===== src/hdl/bpc_pkg.sv =====
// Shared types and constants for the barometric pressure compensation block.
package bpc_pkg;

    // Field widths
    localparam int RAW_W     = 24;
    localparam int COEFF_W   = 16;
    localparam int TEMP_W    = 19;
    localparam int PRES_W    = 32;
    localparam int DT_W      = 25;
    localparam int PROD_W    = 42;
    localparam int DTSQ_W    = 50;
    localparam int T2_W      = 17;
    localparam int OFS_W     = 36;
    localparam int SQ_W      = 37;
    localparam int CORR_W    = 41;
    localparam int FIN_W     = 42;
    localparam int HALF_W    = 21;
    localparam int PLO_W     = 45;
    localparam int PHI_W     = 46;
    localparam int MUL_W     = 66;
    localparam int Q1_W      = 45;
    localparam int X_W       = 46;
    localparam int CFG_IDX_W = 3;

    // Queue between front and back
    localparam int QUEUE_DEPTH = 4;
    localparam int QPTR_W      = $clog2(QUEUE_DEPTH);
    localparam int QCNT_W      = $clog2(QUEUE_DEPTH + 1);

    // Configuration register indexes
    localparam logic [CFG_IDX_W-1:0] REG_SENS        = 3'd0;
    localparam logic [CFG_IDX_W-1:0] REG_OFFSET      = 3'd1;
    localparam logic [CFG_IDX_W-1:0] REG_SENS_TEMP   = 3'd2;
    localparam logic [CFG_IDX_W-1:0] REG_OFFSET_TEMP = 3'd3;
    localparam logic [CFG_IDX_W-1:0] REG_REF_TEMP    = 3'd4;
    localparam logic [CFG_IDX_W-1:0] REG_TEMP_SLOPE  = 3'd5;

    // Temperature thresholds relative to 20.00 degC
    localparam logic signed [TEMP_W-1:0]   COLD_OFS = 19'sd3500;
    localparam logic signed [TEMP_W:0]     TEMP_REF = 20'sd2000;

    // Calibration coefficients
    typedef struct packed {
        logic [COEFF_W-1:0] sens;
        logic [COEFF_W-1:0] offset;
        logic [COEFF_W-1:0] sens_temp;
        logic [COEFF_W-1:0] offset_temp;
        logic [COEFF_W-1:0] ref_temp;
        logic [COEFF_W-1:0] temp_slope;
    } t_coeffs;

    // One classified word handed from front to back
    typedef struct packed {
        logic [RAW_W-1:0]         d1;
        logic signed [TEMP_W-1:0] a;      // temperature minus 20.00 degC
        logic signed [TEMP_W-1:0] b;      // temperature plus 15.00 degC
        logic [T2_W-1:0]          t2;
        logic signed [OFS_W-1:0]  off;
        logic signed [OFS_W-1:0]  sens;
        logic                     low;    // below 20.00 degC
        logic                     cold;   // below -15.00 degC
    } t_item;

endpackage


===== src/hdl/bpc_queue.sv =====
// Short word queue between the front and back parts.
module bpc_queue
    import bpc_pkg::*;
(
    input  logic  i_clk,
    input  logic  i_rst_n,
    input  logic  i_push,
    input  t_item i_item,
    output logic  o_full,
    input  logic  i_pop,
    output t_item o_item,
    output logic  o_empty
);

    t_item              r_mem [QUEUE_DEPTH];
    t_item              r_head;
    logic [QPTR_W-1:0]  r_wr_ptr;
    logic [QPTR_W-1:0]  r_rd_ptr;
    logic [QPTR_W-1:0]  n_rd_ptr;
    logic [QCNT_W-1:0]  r_count;

    assign o_full   = (r_count == QCNT_W'(QUEUE_DEPTH));
    assign o_empty  = (r_count == '0);
    assign o_item   = r_head;
    assign n_rd_ptr = i_pop ? (r_rd_ptr + QPTR_W'(1)) : r_rd_ptr;

    // Store pushed word and fetch the word at the next read position;
    // a word pushed into the slot about to be read goes straight to the head
    always_ff @(posedge i_clk) begin
        if (i_push) begin
            r_mem[r_wr_ptr] <= i_item;
        end
        if (i_push && (r_wr_ptr == n_rd_ptr)) begin
            r_head <= i_item;
        end else begin
            r_head <= r_mem[n_rd_ptr];
        end
    end

    // Advance pointers and fill count
    always_ff @(posedge i_clk) begin
        if (!i_rst_n) begin
            r_wr_ptr <= '0;
            r_rd_ptr <= '0;
            r_count  <= '0;
        end else begin
            if (i_push) begin
                r_wr_ptr <= r_wr_ptr + QPTR_W'(1);
            end
            r_rd_ptr <= n_rd_ptr;
            if (i_push && !i_pop) begin
                r_count <= r_count + QCNT_W'(1);
            end else if (!i_push && i_pop) begin
                r_count <= r_count - QCNT_W'(1);
            end
        end
    end

endmodule


===== config.mk =====
export PLATFORM = sky130hd
export DESIGN_NAME = bpc_queue
export DESIGN_NICKNAME = d
export VERILOG_FILES = /design/src/hdl/bpc_pkg.sv /design/src/hdl/bpc_queue.sv
export SDC_FILE = /design/constraint.sdc
export NUM_CORES = 1
export LEC_CHECK = 0
export ABC_AREA = 1
export BUFFER_PORTS_ARGS = -buffer_cell sky130_fd_sc_hd__buf_4
export CORE_MARGIN = 4
export CORE_UTILIZATION = 25
export DETAILED_ROUTE_END_ITERATION = 12
export HOLD_SLACK_MARGIN = 0.02
export PLACE_DENSITY = 0.54
export SKIP_LAST_GASP = 1
export SLEW_MARGIN = 20
export SYNTH_ARGS = -nofsm -noshare
export SYNTH_HDL_FRONTEND = slang
export SYNTH_SLANG_ARGS = --single-unit

===== constraint.sdc =====
create_clock -name i_clk -period 4.26 [get_ports i_clk]
set_input_delay 0.213 -clock i_clk [delete_from_list [all_inputs] [get_ports i_clk]]
set_output_delay 0.213 -clock i_clk [all_outputs]
set_load 0.05 [all_outputs]

==> results of run 1 <==
[state kept, by name, summed over array words and instances, names as in the netlist, named ones only]
signal    cells
r_rd_ptr      2
r_mem       612
r_wr_ptr      2
r_count       3
[metrics by stage]
stage | power (mW) | setup WS, ns | utilization
final | 15.6 | 1.10 | 0.333
after global placement | 9.86 | 1.63 | 0.292
after global routing | 16.2 | 0.799 | 0.333
after floorplan | 8.95 | 0.224 | -
after detailed placement | 9.91 | 1.59 | 0.292
after CTS | 15.8 | 0.880 | 0.333
[area by class of cell]
cell class | count | area, um^2
Fill cell | 8836 | 61200
Sequential cell | 621 | 18600
Timing Repair Buffer | 495 | 4280
Multi-Input combinational cell | 799 | 3850
Clock buffer | 89 | 1870
Tap cell | 1243 | 1560
Clock inverter | 34 | 332
Inverter | 18 | 97.6
Antenna cell | 7 | 17.5
[critical path, cell delays in order, from the launching register on]
cell	delay, ns
sky130_fd_sc_hd__dfxtp_4	0.55
sky130_fd_sc_hd__inv_8	0.57
sky130_fd_sc_hd__buf_4	0.52
sky130_fd_sc_hd__o21ai_0	0.14
sky130_fd_sc_hd__o22ai_1	0.26
sky130_fd_sc_hd__buf_4	0.26
[worst min-delay path by stage]
stage	slack, ns	cells after the start	start	endpoint
floorplan	0.31	0	i_item[0]	r_mem[0][0]$_DFFE_PP_
global placement	0.41	1	i_item[59]	r_mem[3][59]$_DFFE_PP_
detailed placement	0.42	1	i_item[99]	r_mem[3][99]$_DFFE_PP_
CTS	0.27	2	i_item[32]	r_mem[0][32]$_DFFE_PP_
global route	0.31	2	i_item[33]	r_mem[1][33]$_DFFE_PP_
finish	0.35	2	i_item[65]	r_mem[2][65]$_DFFE_PP_
[power breakdown]
part / internal [mW] / total, mW / leakage, nW / switching, mW
clock network: 3.41 / 5.74 / 1.07 / 2.32
logic: 0.808 / 2.79 / 3.63 / 1.99
registers: 6.99 / 7.07 / 5.70 / 0.0743
total: 11.2 / 15.6 / 10.4 / 4.38
[cell usage in the layout (no fill, tap or decap), drive strengths merged]
| cell type | synthesis | layout |
|---|---|---|
| a21oi | 2 | 2 |
| buf | 58 | 339 |
| bufinv | 0 | 5 |
| clkbuf | 42 | 89 |
| clkinv | 0 | 22 |
| clkinvlp | 0 | 3 |
| dfxtp | 9 | 9 |
| diode | 0 | 7 |
| dlygate4sd3 | 0 | 156 |
| edfxtp | 612 | 612 |
| fa | 1 | 1 |
| ha | 5 | 5 |
| inv | 18 | 22 |
| nand2 | 9 | 9 |
| nand3 | 1 | 1 |
| nand4 | 1 | 1 |
| nor2 | 313 | 313 |
| nor3 | 3 | 3 |
| o21ai | 309 | 309 |
| o22ai | 153 | 153 |
| xor2 | 2 | 2 |
[layer usage]
layer  share of wire  GRT usage  vias up
met2            0.50      0.206      381
met3           0.061     0.0318       76
met1            0.41      0.140     7286
met4           0.023     0.0418        0
met5               0          0        -
li1                -          -     6755
[logic make-up (layout without fill, tap and decap cells)]
| family | after synthesis | in the layout | share of synthesized area |
|---|---|---|---|
| DFF | 621 | 621 | 0.802 |
| adders and majority gates | 6 | 6 | 0.00357 |
| xor gates and xnor gates | 2 | 2 | 0.000757 |
| buffers and inverters | 118 | 636 | 0.0316 |
| other | 0 | 7 | 0 |
| AOI/OAI and AO/OA | 464 | 464 | 0.109 |
| and+or+nand+nor | 327 | 327 | 0.0534 |
==> flow_summary.ini, run 1 <==
[status]
status = completed

[placement]
dpl_cell_area_mm2 = 0.0268
dp_hpwl_mm = 32.6
place.gp.congestion = 0.720
post-place-cells = 3020
io_buffers = 311

[detailed_routing]
vias_per_cell = 4.39
drcViolationCount = 0
drt_wl_total_mm = 59.4
drtIter0Drc = 954
vias = 14500
wl_per_cell_um = 18.0
iteration_count_of_the_initial_detailed_routing_pass = 5
ant_nets = 0

[setup_path]
critPathLaunchType = flip-flop
worst-setup-path-type = reg -> out
ff2ff_setup_slack_ns = 2.13
crit_required_ns = 4.05
worst_r2r_path_depth = 5
r2r_start = r_wr_ptr[0]$_SDFFE_PN0P_
cp_max_fo = 105
reg2reg_to = r_mem[2][96]$_DFFE_PP_
crit_end = o_item[142]
critical_path_arrival_ns = 2.94
setup.worst_path.end_class = output pin

[timing]
fmaxAchievable_mhz = 317
max_slew_margin = 0.424
setup_tns_ns = 0
slew_violations = 0
rsz0062_at_grt = false
final_period_minus_worst_setup_slack_ns = 3.16
fin_skew_ns = 0.0212
setup_viol = 0
number_of_hold_violations_in_the_final_report = 0
period_share = 0.741
fin_hold_ws_ns = 0.345
tightestPinTransition_ns = 0.865

[cts]
clock_tree.root_cell = sky130_fd_sc_hd__clkbuf_16
ctsHoldBuffers = 156
post_cts.repair.setup_buffers = 0
number_of_h_tree_branching_levels = 3
cts_buffer_depth = 3
cts.repair.resized = 0
clkLatencyLatePin_ns = 0.61
cts_tree = yes
cts_inserted_buffers = 70
worst_setup_hold_path_clk_slew_ns = 0.06
clkSinkCount = 621

[layout]
layout_cells_sized_above_1 = 0.215
flow.area_growth_from_synthesis_pct = 32.1
layout.cells.non_filler = 3306
area_of_all_placed_cells_without_fillers_mm2 = 0.0306
num-nets-final = 2168

[power]
vdd.ir_drop.worst_mv = 0.384
powerDensity_mw_per_mm2 = 510
power_leakage_nw = 10.4

[hold_path]
worstHoldPathType = in -> reg

[synth]
synth_top_cells_by_area = sky130_fd_sc_hd__edfxtp_1 79%, sky130_fd_sc_hd__o21ai_0 6.3%, sky130_fd_sc_hd__nor2_1 5.1%, sky130_fd_sc_hd__o22ai_1 4.1%, sky130_fd_sc_hd__buf_6 1.3%
synth_seq_cells = 621
synth_largest_area_cell = sky130_fd_sc_hd__edfxtp_1
synthesis.area_per_instance_um2 = 15.0
synth_nets = 1701
synth_top_area_share = 0.794
synth_async_sr_flop_share = 0
synth_cells = 1538
synthesis.area_mm2 = 0.0231
synthMostInstantiatedCell = sky130_fd_sc_hd__edfxtp_1
synth_edf_count = 612
synth_cell_count_leaders = 612 x sky130_fd_sc_hd__edfxtp_1, 313 x sky130_fd_sc_hd__nor2_1, 290 x sky130_fd_sc_hd__o21ai_0
synth_seq_area_share = 0.802
postSynth.topFlopCell = sky130_fd_sc_hd__edfxtp_1
yosys_warnings = 0
yosys.cell_types.count = 23

[global_route]
grt_pass1_vias = 15100
grt_first_pass_wirelength_mm = 88.4
grt.total_usage = 0.118
pin_count_of_the_biggest_net_entering_global_routing = 154
antenna_found_initial = 8
global_route.overflow_total = 0

[floorplanning]
core.rowCount = 111
effective_utilization_at_floorplan = 0.252
io_pins = 312
core_area_mm2 = 0.0918
die_x_um = 312
die_height_um = 312
die_area_mm2 = 0.0975

[flow_run]
maxCapViolations = 0
Note: power is estimated with default switching activity, not from simulation.
==> run 2, diff against run 1 <==
--- a/config.mk
+++ b/config.mk
@@ -11,7 +11,7 @@
 export CORE_UTILIZATION = 25
 export DETAILED_ROUTE_END_ITERATION = 12
 export HOLD_SLACK_MARGIN = 0.02
-export PLACE_DENSITY = 0.54
+export PLACE_DENSITY = 0.52
 export SKIP_LAST_GASP = 1
 export SLEW_MARGIN = 20
 export SYNTH_ARGS = -nofsm -noshare
==> constraint.sdc (replaced) <==
create_clock -name i_clk -period 3.2 [get_ports i_clk]
set_input_delay 0.16 -clock i_clk [delete_from_list [all_inputs] [get_ports i_clk]]
set_output_delay 0.16 -clock i_clk [all_outputs]
set_load 0.05 [all_outputs]
==> run 2 against run 1 <==
Highest routed layer unchanged. Wire length increased by 0.79%. Clock skew fell by 0.0080 ns. Critical endpoint is now o_item[85]. Utilization is 0.10 points higher.
==> flow_summary.ini, run 2 (synthesized netlist as in run 1, its figures left out) <==
[cts]
cts_inserted_buffers = 71
cts.repair.resized = 0
worst_setup_hold_path_clk_slew_ns = 0.06
number_of_h_tree_branching_levels = 3
cts_tree = yes
clkSinkCount = 621
clock_tree.root_cell = sky130_fd_sc_hd__clkbuf_16
clkLatencyLatePin_ns = 0.60
cts_buffer_depth = 3

[floorplanning]
die_area_mm2 = 0.0975
die_height_um = 312
core.rowCount = 111
effective_utilization_at_floorplan = 0.252
core_area_mm2 = 0.0918
io_pins = 312
die_x_um = 312

[timing]
tightestPinTransition_ns = 1.08
fin_skew_ns = 0.0132
rsz0062_at_grt = false
max_slew_margin = 0.281
number_of_hold_violations_in_the_final_report = 0
final_period_minus_worst_setup_slack_ns = 2.94
setup_tns_ns = 0
setup_viol = 0
fmaxAchievable_mhz = 341
slew_violations = 0
period_share = 0.917

[power]
power_leakage_nw = 10.4
vdd.ir_drop.worst_mv = 0.361
powerDensity_mw_per_mm2 = 687

[setup_path]
critPathLaunchType = flip-flop
critical_path_arrival_ns = 2.78
cp_max_fo = 200
crit_required_ns = 3.04
worst-setup-path-type = reg -> out
setup.worst_path.end_class = output pin

[layout]
layout.cells.most_common_list = 612 x sky130_fd_sc_hd__edfxtp_1, 323 x sky130_fd_sc_hd__buf_4, 313 x sky130_fd_sc_hd__nor2_1
num-nets-final = 2168
largest_register_ffs = 612
final_common_cell = sky130_fd_sc_hd__edfxtp_1
reg_top3 = r_mem: 612 flops, r_count: 3 flops
biggest_register = r_mem
final_core_util = 0.334
flow.area_growth_from_synthesis_pct = 32.5
layout_cells_sized_above_1 = 0.223

[detailed_routing]
drt_wl_total_mm = 59.9
drtIter0Drc = 942
vias_per_cell = 4.40
wl_per_cell_um = 18.1
ant_nets = 0
drcViolationCount = 0
iteration_count_of_the_initial_detailed_routing_pass = 5
vias = 14600

[global_route]
global_route.overflow_total = 0
antenna_found_initial = 7
grt_first_pass_wirelength_mm = 89.9
grt_pass1_vias = 15100
grt.total_usage = 0.119
pin_count_of_the_biggest_net_entering_global_routing = 201

[placement]
place.gp.congestion = 0.727
io_buffers = 311
dp_hpwl_mm = 32.7

[hold_path]
worstHoldPathType = in -> reg

[flow_run]
maxCapViolations = 0

[status]
status = completed
-- run 2: cell types whose count changed in the layout (fill, tap and decap cells not counted), moves of 2 or more --
cell and delta:
sky130_fd_sc_hd__clkbuf_1 -9, sky130_fd_sc_hd__clkinv_1 +5, sky130_fd_sc_hd__nand2_1 -4, sky130_fd_sc_hd__nand2_2 +4, sky130_fd_sc_hd__clkinvlp_4 +3, sky130_fd_sc_hd__ha_1 -3
sky130_fd_sc_hd__ha_2 +3, sky130_fd_sc_hd__buf_4 -2, sky130_fd_sc_hd__bufinv_16 +2, sky130_fd_sc_hd__dfxtp_1 -2, sky130_fd_sc_hd__dfxtp_2 +2, sky130_fd_sc_hd__inv_1 -2
sky130_fd_sc_hd__inv_2 +2, sky130_fd_sc_hd__inv_6 +2
-- run 2: per-layer routing --
layer	up-vias	global-route usage	part of all wire	wire [um]
li1	6774	-	-	-
met2	368	0.203	0.49	29400
met5	-	0	0	0
met3	94	0.0359	0.066	3980
met1	7320	0.147	0.42	25200
met4	0	0.0341	0.022	1320
-- run 2: power breakdown --
part           internal, mW  switching [mW]  total [mW]
Clock                  4.74            3.18        7.92
Combinational          1.07            2.64        3.71
Sequential             9.31           0.103        9.41
Total                  15.1            5.93        21.0
-- run 2: what timing repair did --
action,in CTS,in global routing
setup buffers,0,0
hold buffers,156,0
hold endpoints to repair,621,0
-- run 2: through the flow --
stage / hold WS (ns) / setup WS [ns] / area, um^2 / std cells / total power [mW]
global route: 0.245 / 0.0233 / 30600 / 3303 / 21.9
CTS: 0.218 / 0.169 / 30600 / 3299 / 21.4
detailed placement: 0.363 / 0.858 / 26800 / 3019 / 13.2
finish: 0.294 / 0.265 / 30700 / 3305 / 21.0
floorplan: 0.259 / -0.0660 / 23200 / 1538 / 11.9
global placement: 0.359 / 0.931 / 26800 / 3019 / 13.1
-- run 2: layout make-up --
cell class                 count  area (um^2)
antenna                        6         15.0
clock buffer                  81         1860
clock inverter                43          414
fill                        8952        61100
inverter                      18         92.6
multi-input combinational    799         3870
sequential                   621        18600
tap                         1243         1560
timing repair buffer         494         4290
-- run 2: path summary, 6_finish.rpt --
kind	startpoint	end	slack, ns	cells after the start
max	flip-flop	o_item[85]	0.26	4
min	i_item[101]	r_mem[1][101]$_DFFE_PP_	0.29	2
max reg2reg	r_wr_ptr[0]$_SDFFE_PN0P_	r_mem[3][51]$_DFFE_PP_	1.20	4
min reg2reg	r_rd_ptr[1]$_SDFF_PN0_	flip-flop	0.50	2
-- run 2: worst max-delay path, stage by stage (launching register included) --
cell	delay [ns]
sky130_fd_sc_hd__dfxtp_4	0.57
sky130_fd_sc_hd__buf_12	0.56
sky130_fd_sc_hd__o21ai_0	0.21
sky130_fd_sc_hd__o22ai_1	0.25
sky130_fd_sc_hd__buf_4	0.24
==> run 3, diff against run 2 <==
--- a/config.mk
+++ b/config.mk
@@ -11,7 +11,7 @@
 export CORE_UTILIZATION = 25
 export DETAILED_ROUTE_END_ITERATION = 12
 export HOLD_SLACK_MARGIN = 0.02
-export PLACE_DENSITY = 0.52
+export PLACE_DENSITY = 0.54
 export SKIP_LAST_GASP = 1
 export SLEW_MARGIN = 20
 export SYNTH_ARGS = -nofsm -noshare
==> constraint.sdc (replaced) <==
create_clock -name i_clk -period 2.4 [get_ports i_clk]
set_input_delay 0.12 -clock i_clk [delete_from_list [all_inputs] [get_ports i_clk]]
set_output_delay 0.12 -clock i_clk [all_outputs]
set_load 0.05 [all_outputs]
==> run 3 against run 2 <==
Non-clock buffer count is 32 higher. Final area up 1.5%. Sequential power grew 33%. Highest routed layer unchanged. Via count up 1.2%. Largest power group unchanged.
==> flow_summary.ini, run 3 (synthesized netlist as in run 1, its figures left out) <==
[detailed_routing]
drt_wl_total_mm = 62.9
drcViolationCount = 0
vias_per_cell = 4.42
vias = 14700
iteration_count_of_the_initial_detailed_routing_pass = 5
ant_nets = 0
wl_per_cell_um = 18.9
drtIter0Drc = 1137

[layout]
final_core_util = 0.339
biggest_register = r_mem
final_common_cell = sky130_fd_sc_hd__edfxtp_1
largest_register_ffs = 612
num-nets-final = 2200
reg_top3 = r_mem: 612 flops, r_count: 3 flops
flow.area_growth_from_synthesis_pct = 34.4
layout.cells.most_common_list = 612 x sky130_fd_sc_hd__edfxtp_1, 331 x sky130_fd_sc_hd__buf_4, 313 x sky130_fd_sc_hd__nor2_1
layout_cells_sized_above_1 = 0.233

[timing]
setup_viol = 0
setup_tns_ns = 0
rsz0062_at_grt = true
period_share = 0.962
fin_skew_ns = 0.0329
tightestPinTransition_ns = 0.651
fmaxAchievable_mhz = 433
slew_violations = 0
number_of_hold_violations_in_the_final_report = 0
fin_hold_ws_ns = 0.258
max_slew_margin = 0.566
final_period_minus_worst_setup_slack_ns = 2.31

[floorplanning]
core.rowCount = 111
die_x_um = 312
core_area_mm2 = 0.0918
effective_utilization_at_floorplan = 0.252
io_pins = 312
die_height_um = 312
die_area_mm2 = 0.0975

[setup_path]
r2r_start = r_wr_ptr[0]$_SDFFE_PN0P_
setup.worst_path.end_class = output pin
timing.critical_path.max_delay_family = buffers and inverters
crit_required_ns = 2.28
worst-setup-path-type = reg -> out
worstPathCellList = buf_8 -> buf_6 -> o21ai_0 -> o22ai_1 -> buf_4
critical_path_arrival_ns = 2.19
critical-path-max-stage-delay_ns = 0.50
crit_buf_inv = 3
critical_path.slowest_cell = sky130_fd_sc_hd__dfxtp_4
ff2ff_setup_slack_ns = 0.61
critPathLaunchType = flip-flop
cp_max_fo = 24

[global_route]
grt_first_pass_wirelength_mm = 91.2
antenna_found_initial = 3
global_route.overflow_total = 0
grt_pass1_vias = 15300
pin_count_of_the_biggest_net_entering_global_routing = 83
grt.total_usage = 0.121

[power]
power_mw = 27.7
vdd.ir_drop.worst_mv = 0.641
power_leakage_nw = 10.6
powerDensity_mw_per_mm2 = 890

[hold_path]
worstHoldPathType = in -> reg
holdCritStartpoint = i_item[54]

[cts]
clkSinkCount = 621
cts_buffer_depth = 3
worst_setup_hold_path_clk_slew_ns = 0.06
clkLatencyLatePin_ns = 0.61
number_of_h_tree_branching_levels = 3
cts_tree = yes
cts_inserted_buffers = 69
clock_tree.root_cell = sky130_fd_sc_hd__clkbuf_16

[placement]
place.gp.congestion = 0.720
dp_hpwl_mm = 33.5
io_buffers = 311

[status]
status = completed

[flow_run]
maxCapViolations = 0
==> run 3: changes by cell type in the layout (fill, tap and decap cells not counted), sizes merged <==
cell	previous run	this run
bufinv	7	3
inv	23	18
clkinvlp	6	7
buf	338	363
clkbuf	81	92
bufbuf	0	1
clkinv	25	24
dlygate4sd3	156	158
diode	6	3
==> run 3: metrics by stage <==
step,std cells,setup slack [ns],area [um^2]
6_report,3332,0.0914,31100
5_1_grt,3330,-0.0803,31100
4_1_cts,3323,-0.0584,30900
3_5_place_dp,3034,0.424,27000
3_3_place_gp,3034,0.410,27000
2_1_floorplan,1538,-0.866,23200
==> run 3: timing repair <==
item	in CTS	in global routing
resized for setup	14	15
hold buffers	158	0
cloned	5	5
setup endpoints to repair	127	49
hold endpoints to repair	621	0
pin swaps	1	1
setup buffers	6	2
==> run 3: final timing paths <==
check,end,cells past startpoint
hold reg to reg,flip-flop,2
setup reg to reg,r_wr_ptr[0]$_SDFFE_PN0P_,5
hold / removal,r_mem[2][54]$_DFFE_PP_,2
setup / recovery,o_item[145],5
==> run 3: per-layer routing <==
layer,share of wire,global-route usage,wire (um)
met4,0.018,0.0352,1140
met2,0.49,0.204,31100
met1,0.42,0.152,26700
met3,0.063,0.0334,3970
met5,0,0,0
==> run 3: power breakdown <==
part / total [mW] / switching [mW] / internal (mW)
logic: 5.30 / 3.67 / 1.62
clock network: 9.85 / 4.15 / 5.69
registers: 12.5 / 0.121 / 12.4
total: 27.7 / 7.95 / 19.7
==> run 3: layout make-up <==
cell class / count / area [um^2]
clock inverters: 32 / 270
fillers: 8895 / 60700
clock buffers: 88 / 1820
flip-flops and latches: 621 / 18600
repair inverters: 2 / 17.5
repair buffers: 526 / 4840
diodes: 3 / 7.51
well taps: 1243 / 1560
inverters: 18 / 101
multi-input cells: 799 / 3920
